### src/design/psch_pkg.sv
// shared types and constants for the preemptive priority scheduler
package psch_pkg;

  localparam int SLOTS  = 16;
  localparam int SLOT_W = $clog2(SLOTS);
  localparam int CNT_W  = $clog2(SLOTS + 1);
  localparam int CFG_W  = 5;
  localparam int PRIO_W = 8;
  localparam int TIME_W = 16;

  localparam logic [TIME_W-1:0] TIME_MAX = {TIME_W{1'b1}};

  localparam logic CMD_LOAD = 1'b0;
  localparam logic CMD_TICK = 1'b1;

  typedef struct packed {
    logic              cmd;
    logic [3:0]        slot;
    logic [PRIO_W-1:0] prio_value;
    logic [TIME_W-1:0] arrival;
    logic [TIME_W-1:0] burst;
  } req_t;

  typedef struct packed {
    logic              ran;
    logic [3:0]        ran_slot;
    logic              finished;
    logic [TIME_W-1:0] fin_time;
    logic [TIME_W-1:0] turnaround;
    logic [TIME_W-1:0] waiting;
    logic              all_done;
  } rsp_t;

  // one process table entry
  typedef struct packed {
    logic [PRIO_W-1:0] prio;
    logic [TIME_W-1:0] arrival;
    logic [TIME_W-1:0] burst;
    logic [TIME_W-1:0] remaining;
  } entry_t;

  // write side of the process table
  typedef struct packed {
    logic              en;
    logic [SLOT_W-1:0] addr;
    entry_t            data;
  } mem_wr_t;

endpackage

### src/design/psch_mem.sv
// process table memory, one write port and one registered read port
module psch_mem (
  input  logic                        clk,
  input  psch_pkg::mem_wr_t           wr,
  input  logic [psch_pkg::SLOT_W-1:0] rd_addr,
  output psch_pkg::entry_t            rd_data
);

  psch_pkg::entry_t mem [psch_pkg::SLOTS];

  // write and registered read
  always_ff @(posedge clk) begin
    if (wr.en) begin
      mem[wr.addr] <= wr.data;
    end
    rd_data <= mem[rd_addr];
  end

endmodule

### src/design/psch_alu.sv
// shared compare and saturating subtract unit
module psch_alu (
  input  logic [psch_pkg::TIME_W-1:0] a,
  input  logic [psch_pkg::TIME_W-1:0] b,
  output logic                        lt,
  output logic [psch_pkg::TIME_W-1:0] diff
);

  // a - b, floored at zero
  always_comb begin
    lt   = (a < b);
    diff = lt ? '0 : a - b;
  end

endmodule

### src/design/preemptive_priority_scheduler.sv
// preemptive priority scheduler top level: sequencer, process table and shared unit
// a load beat passes through the load state to the emit state, where its result is registered
// a tick beat scans the slots in use one per cycle through the table read port,
//   then updates the served entry, and works out turnaround and waiting when it finishes
// one beat is in work at a time; the next one is taken once the result is registered
// synchronous reset clears time, done flags, process count and the sequencer
module preemptive_priority_scheduler (
  input  logic                       clk,
  input  logic                       rst,
  input  logic                       req_valid,
  output logic                       req_ready,
  input  psch_pkg::req_t             req,
  output logic                       rsp_valid,
  input  logic                       rsp_ready,
  output psch_pkg::rsp_t             rsp,
  input  logic                       cfg_we,
  input  logic [psch_pkg::CFG_W-1:0] cfg_wdata
);

  typedef enum logic [6:0] {
    ST_IDLE   = 7'b0000001,
    ST_LOAD   = 7'b0000010,
    ST_SCAN   = 7'b0000100,
    ST_UPDATE = 7'b0001000,
    ST_TAT    = 7'b0010000,
    ST_WAIT   = 7'b0100000,
    ST_EMIT   = 7'b1000000
  } state_t;

  state_t                         state;
  psch_pkg::req_t                 item;
  logic [psch_pkg::CFG_W-1:0]     count;
  logic [psch_pkg::TIME_W-1:0]    now_time;
  logic [psch_pkg::SLOTS-1:0]     done;
  logic [psch_pkg::CNT_W-1:0]     idx;
  logic                           rd_vld;
  logic [psch_pkg::SLOT_W-1:0]    rd_idx;
  logic                           best_vld;
  logic [psch_pkg::SLOT_W-1:0]    best_idx;
  psch_pkg::entry_t               best;
  logic                           ran;
  logic [psch_pkg::SLOT_W-1:0]    ran_slot;
  logic                           fin;
  logic [psch_pkg::TIME_W-1:0]    comp;
  logic [psch_pkg::TIME_W-1:0]    tat;
  logic [psch_pkg::TIME_W-1:0]    wait_time;

  logic [psch_pkg::CNT_W-1:0]     n_eff;
  logic                           all_done;
  logic [psch_pkg::TIME_W-1:0]    rem_next;
  logic [psch_pkg::TIME_W-1:0]    comp_next;
  logic                           take;
  logic                           slot_ok;
  logic                           emit_go;
  psch_pkg::mem_wr_t              mem_wr;
  psch_pkg::entry_t               rd_data;
  logic [psch_pkg::TIME_W-1:0]    alu_a;
  logic [psch_pkg::TIME_W-1:0]    alu_b;
  logic                           alu_lt;
  logic [psch_pkg::TIME_W-1:0]    alu_diff;

  assign req_ready = (state == ST_IDLE);

  // result register free to take the finished beat
  assign emit_go = (state == ST_EMIT) && (!rsp_valid || rsp_ready);

  // slots in use, capped at the table size
  always_comb begin
    if (count > psch_pkg::CFG_W'(psch_pkg::SLOTS)) begin
      n_eff = psch_pkg::CNT_W'(psch_pkg::SLOTS);
    end else begin
      n_eff = psch_pkg::CNT_W'(count);
    end
  end

  // every slot in use has finished
  always_comb begin
    all_done = 1'b1;
    for (int i = 0; i < psch_pkg::SLOTS; i++) begin
      if ((psch_pkg::CNT_W'(i) < n_eff) && !done[i]) begin
        all_done = 1'b0;
      end
    end
  end

  assign slot_ok = ({1'b0, item.slot} < (psch_pkg::SLOT_W + 1)'(psch_pkg::SLOTS));

  // served entry after one tick of service
  always_comb begin
    rem_next  = (best.remaining == '0) ? '0 : best.remaining - 1'b1;
    comp_next = (now_time == psch_pkg::TIME_MAX) ? psch_pkg::TIME_MAX : now_time + 1'b1;
  end

  // shared unit operand select
  always_comb begin
    unique case (state)
      ST_TAT: begin
        alu_a = comp;
        alu_b = best.arrival;
      end
      ST_WAIT: begin
        alu_a = tat;
        alu_b = best.burst;
      end
      default: begin
        alu_a = now_time;
        alu_b = rd_data.arrival;
      end
    endcase
  end

  psch_alu u_alu (
    .a    (alu_a),
    .b    (alu_b),
    .lt   (alu_lt),
    .diff (alu_diff)
  );

  // candidate from the table read beats the current best
  assign take = (state == ST_SCAN) && rd_vld && !done[rd_idx] && !alu_lt &&
                (!best_vld || (rd_data.prio < best.prio));

  // table write: load or remaining time update
  always_comb begin
    mem_wr = '0;
    if (state == ST_LOAD) begin
      mem_wr.en             = slot_ok;
      mem_wr.addr           = item.slot[psch_pkg::SLOT_W-1:0];
      mem_wr.data.prio      = item.prio_value;
      mem_wr.data.arrival   = item.arrival;
      mem_wr.data.burst     = item.burst;
      mem_wr.data.remaining = item.burst;
    end else if (state == ST_UPDATE) begin
      mem_wr.en             = best_vld;
      mem_wr.addr           = best_idx;
      mem_wr.data           = best;
      mem_wr.data.remaining = rem_next;
    end
  end

  psch_mem u_mem (
    .clk     (clk),
    .wr      (mem_wr),
    .rd_addr (idx[psch_pkg::SLOT_W-1:0]),
    .rd_data (rd_data)
  );

  // sequencer and datapath registers
  always_ff @(posedge clk) begin
    if (rst) begin
      state     <= ST_IDLE;
      count     <= '0;
      now_time  <= '0;
      done      <= '0;
      idx       <= '0;
      rd_vld    <= 1'b0;
      best_vld  <= 1'b0;
      rsp_valid <= 1'b0;
    end else begin
      if (cfg_we) begin
        count <= cfg_wdata;
      end
      if (emit_go) begin
        rsp_valid <= 1'b1;
      end else if (rsp_valid && rsp_ready) begin
        rsp_valid <= 1'b0;
      end
      unique case (state)
        ST_IDLE: begin
          if (req_valid) begin
            item      <= req;
            idx       <= '0;
            rd_vld    <= 1'b0;
            best_vld  <= 1'b0;
            ran       <= 1'b0;
            ran_slot  <= '0;
            fin       <= 1'b0;
            comp      <= '0;
            tat       <= '0;
            wait_time <= '0;
            state     <= (req.cmd == psch_pkg::CMD_LOAD) ? ST_LOAD : ST_SCAN;
          end
        end
        ST_LOAD: begin
          if (slot_ok) begin
            done[item.slot[psch_pkg::SLOT_W-1:0]] <= 1'b0;
          end
          state <= ST_EMIT;
        end
        ST_SCAN: begin
          // issue one read per cycle, judge it the cycle after
          if (take) begin
            best_vld <= 1'b1;
            best_idx <= rd_idx;
            best     <= rd_data;
          end
          if (idx < n_eff) begin
            rd_vld <= 1'b1;
            rd_idx <= idx[psch_pkg::SLOT_W-1:0];
            idx    <= idx + 1'b1;
          end else begin
            rd_vld <= 1'b0;
            if (!rd_vld) begin
              state <= ST_UPDATE;
            end
          end
        end
        ST_UPDATE: begin
          now_time <= comp_next;
          if (best_vld) begin
            ran      <= 1'b1;
            ran_slot <= best_idx;
            if (rem_next == '0) begin
              fin            <= 1'b1;
              comp           <= comp_next;
              done[best_idx] <= 1'b1;
            end
          end
          state <= (best_vld && (rem_next == '0)) ? ST_TAT : ST_EMIT;
        end
        ST_TAT: begin
          tat   <= alu_diff;
          state <= ST_WAIT;
        end
        ST_WAIT: begin
          wait_time <= alu_diff;
          state     <= ST_EMIT;
        end
        ST_EMIT: begin
          if (emit_go) begin
            rsp.ran        <= ran;
            rsp.ran_slot   <= 4'(ran_slot);
            rsp.finished   <= fin;
            rsp.fin_time   <= comp;
            rsp.turnaround <= tat;
            rsp.waiting    <= wait_time;
            rsp.all_done   <= all_done;
            state          <= ST_IDLE;
          end
        end
        default: begin
          state <= ST_IDLE;
        end
      endcase
    end
  end

  // served process had arrived by the current time
  a_best_arrived: assert property (@(posedge clk) disable iff (rst)
    (state == ST_UPDATE) && best_vld |-> best.arrival <= now_time)
    else $error("served process had not arrived");

  // time moves only in the update state
  a_time_mono: assert property (@(posedge clk) disable iff (rst)
    (state != ST_UPDATE) |=> now_time == $past(now_time))
    else $error("time moved outside update");

  // a finished process must have been served
  a_fin_ran: assert property (@(posedge clk) disable iff (rst)
    rsp_valid && rsp.finished |-> rsp.ran)
    else $error("finished without service");

  // a tick beat starts a scan
  a_tick_scan: assert property (@(posedge clk) disable iff (rst)
    req_valid && req_ready && (req.cmd == psch_pkg::CMD_TICK) |=> state == ST_SCAN)
    else $error("tick did not start scan");

endmodule

### config.mk
export PLATFORM = sky130hd
export DESIGN_NAME = preemptive_priority_scheduler
export DESIGN_NICKNAME = d
export VERILOG_FILES = /design/src/design/psch_pkg.sv /design/src/design/psch_mem.sv /design/src/design/psch_alu.sv /design/src/design/preemptive_priority_scheduler.sv
export SDC_FILE = /design/constraint.sdc
export NUM_CORES = 1
export LEC_CHECK = 0
export BUFFER_PORTS_ARGS = -buffer_cell sky130_fd_sc_hd__buf_2
export CAP_MARGIN = 20
export CORE_MARGIN = 1.5
export CORE_UTILIZATION = 30
export CTS_BUF_LIST = sky130_fd_sc_hd__clkbuf_2 sky130_fd_sc_hd__clkbuf_4 sky130_fd_sc_hd__clkbuf_8
export CTS_CLUSTER_SIZE = 24
export DETAILED_ROUTE_END_ITERATION = 7
export GPL_ROUTABILITY_DRIVEN = 1
export REMOVE_ABC_BUFFERS = 1
export SYNTH_ARGS = -nofsm -noshare
export SYNTH_HDL_FRONTEND = slang
export SYNTH_HIERARCHICAL = 1
export SYNTH_SLANG_ARGS = --single-unit
### constraint.sdc
create_clock -name clk -period 10.8 [get_ports clk]
set_clock_uncertainty 0.2 [all_clocks]
set_input_delay 1.62 -clock clk [delete_from_list [all_inputs] [get_ports clk]]
set_output_delay 1.62 -clock clk [all_outputs]
set_load 0.03 [all_outputs]
# Word-level counts from Yosys, hierarchy flattened
# Memory sizes are Yosys's and may differ from the RTL's. A register that Yosys moved wholly into a read port is not among the register bits.
# Index checks and enable logic that the tools add are counted.
# word_totals
inputBits	55
wordCells	202
n_memories	1
out_inout_bits	57
ram_bits	896
reg_bits	269
# mem_list
memory	depth	word_bits	rd	rd_clocked_by_memory_dff	write_ports	line_no	source
u_mem.mem	16	56	1	1	1	psch_mem.sv:9	psch_pkg::entry_t mem [psch_pkg::SLOTS];
# op_classes
n_mux	51
n_addsub	4
order_cmp	25
n_reduce_logical	70
eq_ne	16
bitwise	4
# op_table
cell	count
16-bit one-hot mux with 2 select lines	6
16-bit 2-to-1 mux	8
61-bit 2-to-1 mux	2
7-bit one-hot mux with 6 select lines	1
4-bit by 5-bit < comparator with 1-bit output (first input constant)	8
7-bit 2-to-1 mux	5
16-bit zero test	2
3-bit AND reduction	9
1-bit logical AND	25
1-bit zero test	20
3-bit by 5-bit < comparator with 1-bit output (first input constant)	4
16-bit by 1-bit adder with 16-bit output (second input constant)	1
16-bit bitwise AND	1
16-bit == test (second input constant)	1
16-bit < comparator	1
16-bit NOT	1
16-bit bitwise OR	1
16-bit by 1-bit subtractor with 16-bit output (second input constant)	1
16-bit subtractor	1
4-bit by 5-bit < comparator with 1-bit output (second input constant)	3
5-bit 2-to-1 mux	3
15-bit OR reduction	1
1-bit 2-to-1 mux	14
2-bit != test (second input constant)	6
29 further kinds	45

# Depth between registers and ports, before layout
# Gate-level depths: netlist of the first run.
# depth
depth_word	8
depth_mapped	19
ltp_nobuf	16

# Modules after synthesis
# The synthesis of the first run kept the hierarchy.
# modules_own_cells
module	instances	cells_each	area_per_inst_um2	seq_area_each_um2
psch_mem	1	1445	34678.3	28026.9
preemptive_priority_scheduler	1	961	11695.0	7557.2
psch_alu	1	144	1004.7	0.0

# Least setup slack after synthesis of the first run
# No wires, ideal clock.
# synth_timing
path_type	register to register
from	register state[6]
to	memory u_mem/mem[0][0] (netlist name) (enable)
period_less_slack_ns	6.533
t_required_ns	10.061
path_buffers	1
t_arrival_ns	5.794
path_stages_with_launch	9
setup_time_ns	0.539
setup_slack_ns	4.267
path_cell_list	dfxtp_1 -> nor3_2 -> nand4b_1 -> clkinv_1 -> clkbuf_1 -> and2_1 -> a21o_1 -> or3b_2 -> nor3_1
# synth_lines
element	line_no	source
start, declared	preemptive_priority_scheduler.sv:30	state_t state;
start signal, assigned	preemptive_priority_scheduler.sv:181	state <= (req.cmd == psch_pkg::CMD_LOAD) ? ST_LOAD : ST_SCAN;
start signal, assigned	preemptive_priority_scheduler.sv:219	state <= (best_vld && (rem_next == '0)) ? ST_TAT : ST_EMIT;
end, declared	psch_mem.sv:9	

# Worst setup path in the final report of the first run
# layout_timing
from	register state[1]
to	register best[10] (netlist name) (enable)
# layout_between
elab_chain_cells	7
elab_cells_between_ends	12
classes_between	order compare (1); eq/ne (3); mux (2); reduce/logical (6)
# layout_lines
element	line_no	source
7-bit by 6-bit == test with 1-bit output or 7-bit by 5-bit == test with 1-bit output (tied branches)	preemptive_priority_scheduler.sv:96	unique case (state)
16-bit one-hot mux with 2 select lines *	preemptive_priority_scheduler.sv:96	
via alu_b (one bit)	preemptive_priority_scheduler.sv:58	logic [psch_pkg::TIME_W-1:0] alu_b;
16-bit < comparator *	psch_alu.sv:11	lt = (a < b);
via alu_lt	preemptive_priority_scheduler.sv:59	logic alu_lt;
1-bit zero test *	preemptive_priority_scheduler.sv:120	assign take = (state == ST_SCAN) && rd_vld && !done[rd_idx] && !alu_lt &&
1-bit logical AND * (2 in series)	preemptive_priority_scheduler.sv:120	
3-bit AND reduction (no line) *	n/a	
end signal, assigned	preemptive_priority_scheduler.sv:195	best <= rd_data;
end, declared	preemptive_priority_scheduler.sv:40	psch_pkg::entry_t best;
# Mark *: on every way through the listed nets, which the timed path passes. The rest lies on a longest branch.
# A chain may end at the register's enable or synchronous reset.

==> impl_results.rst, run 1 <==
.. list-table::
   :header-rows: 1

   * - Metric
     - Value
   * - Site Rows
     - 145
   * - Hold Violations, Final
     - 0
   * - Final weighted congestion in routability-driven placement
     - 0.8313
   * - Transition time of the tightest slew-check pin
     - 1190 ps
   * - Number of global-route vias before repair
     - 24920
   * - Max-slew violation total from the final report
     - 0
   * - Count of flip-flops with a built-in enable after synthesis
     - 1113
   * - Floorplan die width
     - 400.4 um
   * - Synthesized area
     - 47380 um^2
   * - Maximum ir drop on the vdd rail
     - 0.09924 mV
   * - Power share of the clock group
     - 40.3%
   * - Post-cts resize count
     - 0
   * - Maximum number of pins on one net before global-route repair
     - 140
   * - Logic gate share of total power
     - 5.0%
   * - TritonCTS clock tree
     - done
   * - DRC viols
     - 0
   * - Run status
     - complete, no violations
   * - Cell area power density
     - 181.4 nW/um^2
   * - Initial DRC Count
     - 2550
   * - Critical Path Source Type
     - flip-flop
   * - Synth warnings
     - 6
   * - H-tree levels
     - 4
   * - Leading cell type by number of instances after synthesis
     - edfxtp_1
   * - Number of nets in the layout
     - 2883
   * - Fraction of layout cells with a size suffix above 1
     - 27.27%
   * - Final Critical Period
     - 5537 ps
   * - Class of the worst hold path
     - reg2reg
   * - Reg-to-reg startpoint
     - state[1]
   * - CTS sink count
     - 1221
   * - Rel. slew slack
     - 20.69%
   * - WHS Endpoint
     - best[0]
   * - Cell taking the most area after synthesis
     - edfxtp_1
   * - Area enclosed by the die boundary
     - 160300 um^2
   * - Count of mapped cells out of synthesis
     - 2550
   * - Endpoint of the worst-slack reg-to-reg timing path
     - best[10]
   * - Fillers
     - 14670
   * - Internal Power
     - 0.007727 W
   * - Async SR Flop Fraction
     - 0%
   * - Wire length reported by the detailed router
     - 115500 um
   * - Initial antenna violation count
     - 12
   * - Post-CTS Hold Fix Bufs
     - 0
   * - DRT Pass-1 Iters
     - 5
   * - Top-Level Pins
     - 112
   * - Required time reported for the critical path endpoint
     - 11080 ps
   * - Hold Crit Depth
     - 0
   * - Critical path start-end classification
     - reg2reg
   * - Synth top area share
     - 70.54%
   * - Element type at the critical path end
     - flip-flop
   * - Vias per cell
     - 4.966
   * - Number of nets with antenna violations after detailed routing
     - 0
   * - Wire length of the first global-routing pass
     - 169400 um
   * - Number of buffers inserted to repair setup after CTS
     - 0
   * - R2R Setup Slk
     - 5260 ps
   * - Arrival time of the worst setup path
     - 5820 ps
   * - Clock latency at the later pin of the worst-skew pair
     - 850 ps
   * - Main synth FF type
     - edfxtp_1
   * - Register clock-pin slew on the reported worst setup and hold paths
     - 60 ps
   * - Part of the Yosys area used for sequential elements
     - 75.11%
   * - Number of register bits inferred by synthesis
     - 1221
   * - Buffer levels on the longest clock path
     - 3
   * - Count of maximum capacitance violations
     - 0
   * - Total overflow reported by the global router
     - 0
   * - Average instance area after synthesis
     - 18.58 um^2
   * - RSZ-0062 raised after global routing
     - false
   * - Count of different cell masters after synthesis
     - 85
   * - Layout overhead on the synthesized area
     - 15.24%
   * - Number of buffer cells added on primary ports
     - 111
   * - Total half-perimeter wirelength after legalization and detailed placement
     - 63620 um
   * - Sequential Power Share
     - 54.7%
   * - Fraction of power spent switching nets
     - 22.00%
   * - Combined global-route utilization of all metal layers
     - 14.20%
   * - Worst hold start
     - u_mem/rd_data[0]
   * - Setup-violating endpoint count in the final report
     - 0
   * - Largest fanout on the critical path
     - 52
   * - Drt wl/cell
     - 23.05 um
   * - Switching power summed over all nets
     - 0.002180 W
   * - Fmax achieved
     - 180.6 MHz
   * - Most frequent cells after synthesis
     - 1113 x edfxtp_1, 229 x mux4_2, 215 x nand2_1, 144 x a22oi_1, 108 x dfxtp_1
   * - Final Total Pwr
     - 0.009907 W
   * - Total number of vias
     - 24890
   * - Fraction of the core area covered by cells at the end of the flow
     - 34.87%
   * - Most area-consuming cells after synthesis
     - edfxtp_1 71%, mux4_2 11%, dfxtp_1 4.6%, a22oi_1 2.3%, nand2_1 1.7%
   * - Clock buffer count from CTS
     - 187
   * - Leakage power figure
     - 17.29 nW
   * - Number of cells on the worst reg-to-reg path
     - 16
   * - Initial standard-cell utilization of the core
     - 30.26%
   * - Core Region
     - 156600 um^2
   * - Die Height
     - 400.4 um
   * - Crit share post-route
     - 51.27%
   * - Clock root buffer
     - clkbuf_8
sequential cells by signal, summed over array words and instances (netlist names), 16 cells and up:
| signal | count |
|---|---|
| u_mem/mem | 896 |
| best | 56 |
| u_mem/rd_data | 56 |
| rsp | 55 |
| item | 44 |
| comp | 16 |
| done | 16 |
| now_time | 16 |
| tat | 16 |
| wait_time | 16 |
layout make-up:
| class | instances | area, um^2 | area share, % |
|---|---|---|---|
| well taps | 2058 | 2575 | 4.716 |
| multi-input cells | 1155 | 11140 | 20.40 |
| clock inverters | 57 | 466.7 | 0.8548 |
| inverters | 46 | 172.7 | 0.3162 |
| diodes | 2 | 5.005 | 0.009166 |
| clock buffers | 289 | 3515 | 6.437 |
| repair buffers | 184 | 1136 | 2.081 |
| flip-flops and latches | 1221 | 35590 | 65.19 |
metal layers:
metal	up-vias	wire (um)	track usage [%]	part of all wire, %
li1	10800	-	-	-
met1	13010	52650	20.94	46
met2	887	52330	21.51	45
met3	176	8644	2.740	7.5
met4	18	1783	3.482	1.5
met5	-	120	0	0.10
critical path: stages (launching register included):
cell and delay, ps:
dfxtp_1 340, or4_4 580, nor4b_4 260, buf_4 490, nor2_4 280, nand2_1 130, nand2_1 80, ha_1 210
fa_1 430, nor2b_4 160, o31a_1 280, o31ai_4 110, a21oi_2 210, inv_2 170, nor3_1 340, o2111a_4 480
buf_16 310
logic make-up (layout without fill, tap and decap cells):
logic type      after synthesis  after routing  synth area share [%]
compound gates              365            365                 5.517
other cells                   0              2                     0
simple gates                486            486                 5.007
mux                         243            243                 11.18
xor+xnor                     28             28                0.5176
fa+ha+maj                    33             33                0.8873
buf+inv                     174            576                 1.780
flops                      1221           1221                 75.11
metrics by stage:
stage / instance area (um^2) / TNS (ps) / hold WS (ps) / worst slack, ps / instances
global placement: 50580 / 0 / 187.3 / 5114 / 4662
global route: 54600 / 0 / 194.5 / 4927 / 5011
detailed placement: 50580 / 0 / 188.7 / 5008 / 4662
finish: 54600 / 0 / 188.8 / 5263 / 5012
floorplan: 46710 / -149.3 / 185.5 / -100.6 / 2422
CTS: 54560 / 0 / 181.1 / 4955 / 5008
cells in the final DEF (no fill, tap or decap), types with 15 or more instances in the layout:
cell and count:
dfxtp_1 106, nor2_4 16, clkbuf_8 215, inv_1 43
xor2_1 16, edfxtp_1 1113, a22oi_1 144, nand2_1 215
ha_1 32, a22o_1 18, clkbuf_4 74, clkinv_2 15
nand3_1 30, buf_4 71, clkinv_1 23, and2_1 40
buf_2 111, o21ai_0 51, nor2_1 63, a21oi_1 47
mux4_2 229, nor3_1 22
worst max-delay path by stage:
stage | startpoint | end | slack [ps]
final | state[1] | best[10] | 5260
after detailed placement | state[1] | best[13] | 5010
after floorplan | idx[0] | idx[0] | -100
after global placement | state[1] | best[13] | 5110
after global routing | state[1] | best[48] | 4930
after CTS | state[1] | best[26] | 4950
power by group through the flow:
stage                     clock (W)  sequential, W  combinational, W
final                       0.00399        0.00542          0.000494
after global routing        0.00430        0.00543          0.000544
after CTS                   0.00408        0.00542          0.000501
after detailed placement          0        0.00552          0.000499
after global placement            0        0.00552          0.000489
after floorplan                   0        0.00551          0.000324
(Power assumes the default switching activity.)
==> run 2: changes to the inputs <==
==> constraint.sdc (replaced) <==
create_clock -name clk -period 5.4 [get_ports clk]
set_clock_uncertainty 0.2 [all_clocks]
set_input_delay 0.81 -clock clk [delete_from_list [all_inputs] [get_ports clk]]
set_output_delay 0.81 -clock clk [all_outputs]
set_load 0.03 [all_outputs]
==> run 2 against run 1 <==
  * Critical path depth unchanged
  * Die area stayed put
  * Sequential power increased by 99%
  * Utilization is 0.57 points higher
  * First-iteration DRC count is 1.1% higher
  * Cell count up 1.6%
  * Count of clock-buffer cells in the layout rose by 5
==> impl_results.rst, run 2 (synthesis gave the netlist of run 1 again) <==
.. list-table::
   :header-rows: 1

   * - Metric
     - Value
   * - Maximum number of pins on one net before global-route repair
     - 92 (-34%)
   * - Final weighted congestion in routability-driven placement
     - 0.8278 (-0.42%)
   * - Total area of multi-input combinational cells
     - 11130 um^2 (about the same)
   * - Clock latency at the later pin of the worst-skew pair
     - 890 ps (+40 ps)
   * - Regs by FF count
     - u_mem/mem: 896 flops, best: 56 flops, u_mem/rd_data: 56 flops
   * - Total overflow reported by the global router
     - 0 (unchanged)
   * - DRC viols
     - 0 (unchanged)
   * - Leakage power figure
     - 17.69 nW (+2.3%)
   * - Beginning of the critical path
     - state[1]
   * - Maximum ir drop on the vdd rail
     - 0.2559 mV (+160%)
   * - Site Rows
     - 145 (unchanged)
   * - Minimum setup slack in the final design
     - 536.6 ps (-4726 ps)
   * - Clock root buffer
     - clkbuf_8
   * - Largest fanout on the critical path
     - 31 (-40%)
   * - Top layer in use
     - met5
   * - Reg-to-reg startpoint
     - state[1]
   * - Number of nets in the layout
     - 2951 (+2.4%)
   * - Buffer levels on the longest clock path
     - 3 (unchanged)
   * - Wire length reported by the detailed router
     - 115300 um (-0.15%)
   * - Run status
     - complete, no violations
   * - Fraction of layout cells with a size suffix above 1
     - 27.27% (about the same)
   * - Element type at the critical path end
     - flip-flop
   * - Worst hold start
     - rsp_ready
   * - Critical Path Source Type
     - flip-flop
   * - Number of buffer cells added on primary ports
     - 111 (unchanged)
   * - Flip-flop count of the largest register, all copies and words added
     - 896 (unchanged)
   * - Core Region
     - 156600 um^2 (unchanged)
   * - Instance count after placement with tap cells included
     - 4671 (+0.19%)
   * - Initial antenna violation count
     - 7 (-5)
   * - Critical path cell sequence
     - or4_4 > nor4b_4 > buf_4 > nor2_4 > buf_4 > nand2_1 > nand2_1 > ha_1 > a21oi_1 > a21oi_1 > a41oi_1 > a21oi_2 > inv_2 > nor3_1 > o2111a_4 > buf_12
   * - Critical path start-end classification
     - reg2reg
   * - Met1 wire length
     - 51600 um (-2.0%)
   * - CP Buf/Inv Count
     - 4 (+1)
   * - Crit share post-route
     - 90.06% (+39 points)
   * - Number of cells in the finished layout apart from fillers
     - 5094 (+1.6%)
   * - Fmax achieved
     - 205.6 MHz (+14%)
   * - Register clock-pin slew on the reported worst setup and hold paths
     - 60 ps (about the same)
   * - CTS sink count
     - 1221 (unchanged)
   * - Wire length of the first global-routing pass
     - 170400 um (+0.54%)
   * - Arrival time of the worst setup path
     - 5190 ps (-630 ps)
   * - DRT Pass-1 Iters
     - 5 (unchanged)
   * - Fraction of the core area covered by cells at the end of the flow
     - 35.44% (+0.57 points)
   * - RSZ-0062 raised after global routing
     - false
   * - Die Height
     - 400.4 um (unchanged)
   * - Number of global-route vias before repair
     - 25630 (+2.8%)
   * - Library cell contributing the largest single delay on the critical path
     - or4_4
   * - Post-cts resize count
     - 0 (unchanged)
   * - Top-Level Pins
     - 112 (unchanged)
   * - Crit-path max cell delay
     - 580 ps (about the same)
   * - TritonCTS clock tree
     - done
   * - Hold Violations, Final
     - 0 (unchanged)
   * - Vias per cell
     - 4.921 (-0.91%)
   * - Met3 layer wire length in the routed design
     - 7604 um (-12%)
   * - Most common cell after layout, fill and taps aside
     - edfxtp_1
   * - Max-slew violation total from the final report
     - 0 (unchanged)
   * - Initial DRC Count
     - 2578 (+1.1%)
   * - Drt wl/cell
     - 22.64 um (-1.8%)
   * - Family of cells with the greatest summed delay on the critical path
     - simple AND/OR/NAND/NOR gates
   * - Fillers
     - 14600 (-0.52%)
   * - Transition time of the tightest slew-check pin
     - 1161 ps (-28.13 ps)
   * - Area enclosed by the die boundary
     - 160300 um^2 (unchanged)
   * - Total half-perimeter wirelength after legalization and detailed placement
     - 63670 um (about the same)
   * - Final Total Pwr
     - 0.02009 W (+100%)
   * - Initial standard-cell utilization of the core
     - 30.26% (unchanged)
   * - Total number of vias
     - 25070 (+0.71%)
   * - Dpl cell area
     - 50820 um^2 (+0.47%)
   * - Setup Slack @ Placement
     - 313.4 ps (-4694 ps)
   * - Commonest cells after routing, fill and taps aside
     - 1113 x edfxtp_1, 229 x mux4_2, 215 x nand2_1, 211 x clkbuf_8, 144 x a22oi_1
   * - Area of all placed cells without fillers
     - 55490 um^2 (+1.6%)
   * - Number of nets with antenna violations after detailed routing
     - 0 (unchanged)
   * - Clock buffer count from CTS
     - 195 (+4.3%)
   * - Combined global-route utilization of all metal layers
     - 14.23% (+0.032 points)
   * - Class of the worst hold path
     - in2reg
   * - Final Critical Period
     - 4863 ps (-673.7 ps)
   * - H-tree levels
     - 4 (unchanged)
   * - Count of maximum capacitance violations
     - 0 (unchanged)
   * - Cell area power density
     - 362.0 nW/um^2 (+100%)
   * - Layout overhead on the synthesized area
     - 17.11%
   * - Required time reported for the critical path endpoint
     - 5730 ps (-5350 ps)
   * - Area used by sequential logic in the layout
     - 35590 um^2 (unchanged)
   * - Floorplan die width
     - 400.4 um (unchanged)
   * - Register with the most flip-flops
     - u_mem/mem
   * - Met2 wire len
     - 54140 um (+3.5%)
   * - Setup-violating endpoint count in the final report
     - 0 (unchanged)
   * - Rel. slew slack
     - 22.57% (+1.9 points)
-- run 2: cell types whose count changed in the layout (fill, tap and decap cells not counted), moves of 5 or more --
| cell | change |
|---|---|
| clkinvlp_4 | -6 |
| clkinv_8 | +5 |
| clkbuf_4 | +9 |
| clkinv_2 | +6 |
| dlygate4sd3_1 | +50 |
| clkinv_1 | +8 |
| buf_12 | +14 |
-- run 2: final cells by class --
type	instances	area share, %
clock buffers	294	6.357
multi-input cells	1155	20.06
clock inverters	73	1.089
inverters	46	0.3112
flip-flops and latches	1221	64.15
repair buffers	244	3.378
diodes	3	0.01353
well taps	2058	4.641
-- run 2: stage by stage --
stage          hold WS, ps  setup TNS, ps
2_1_floorplan        185.5       -1694100
3_3_place_gp         187.4              0
3_5_place_dp         188.7              0
4_1_cts              57.32              0
5_1_grt              100.2              0
6_report             143.6              0
-- run 2: tightest hold or removal path, stage by stage --
cell and delay (ps):
buf_2 70, nand2b_1 190, a21oi_1 90
-- run 2: what timing repair did --
item	CTS	global route
hold buffers	50	0
endpoints found under the hold margin	51	0
setup endpoints to repair	0	45
setup buffers	0	2
-- run 2: layer usage --
layer,global-route usage [%],vias up
met2,22.51,916
met3,2.600,162
li1,-,11000
met1,20.07,12990
met5,0,-
met4,3.957,2
-- run 2: final timing paths --
check                                  to  slack (ps)  cells after the start
worst min-delay path            rsp_valid         140                      3
worst max-delay path             best[30]         540                     16
worst max register to register   best[30]         540                     16
worst min register to register   best[19]         200                      0
-- run 2: power breakdown --
part / switching [W] / internal (W)
combinational: 0.000696 / 0.000353
sequential: 0.000144 / 0.0107
clock: 0.00372 / 0.00447
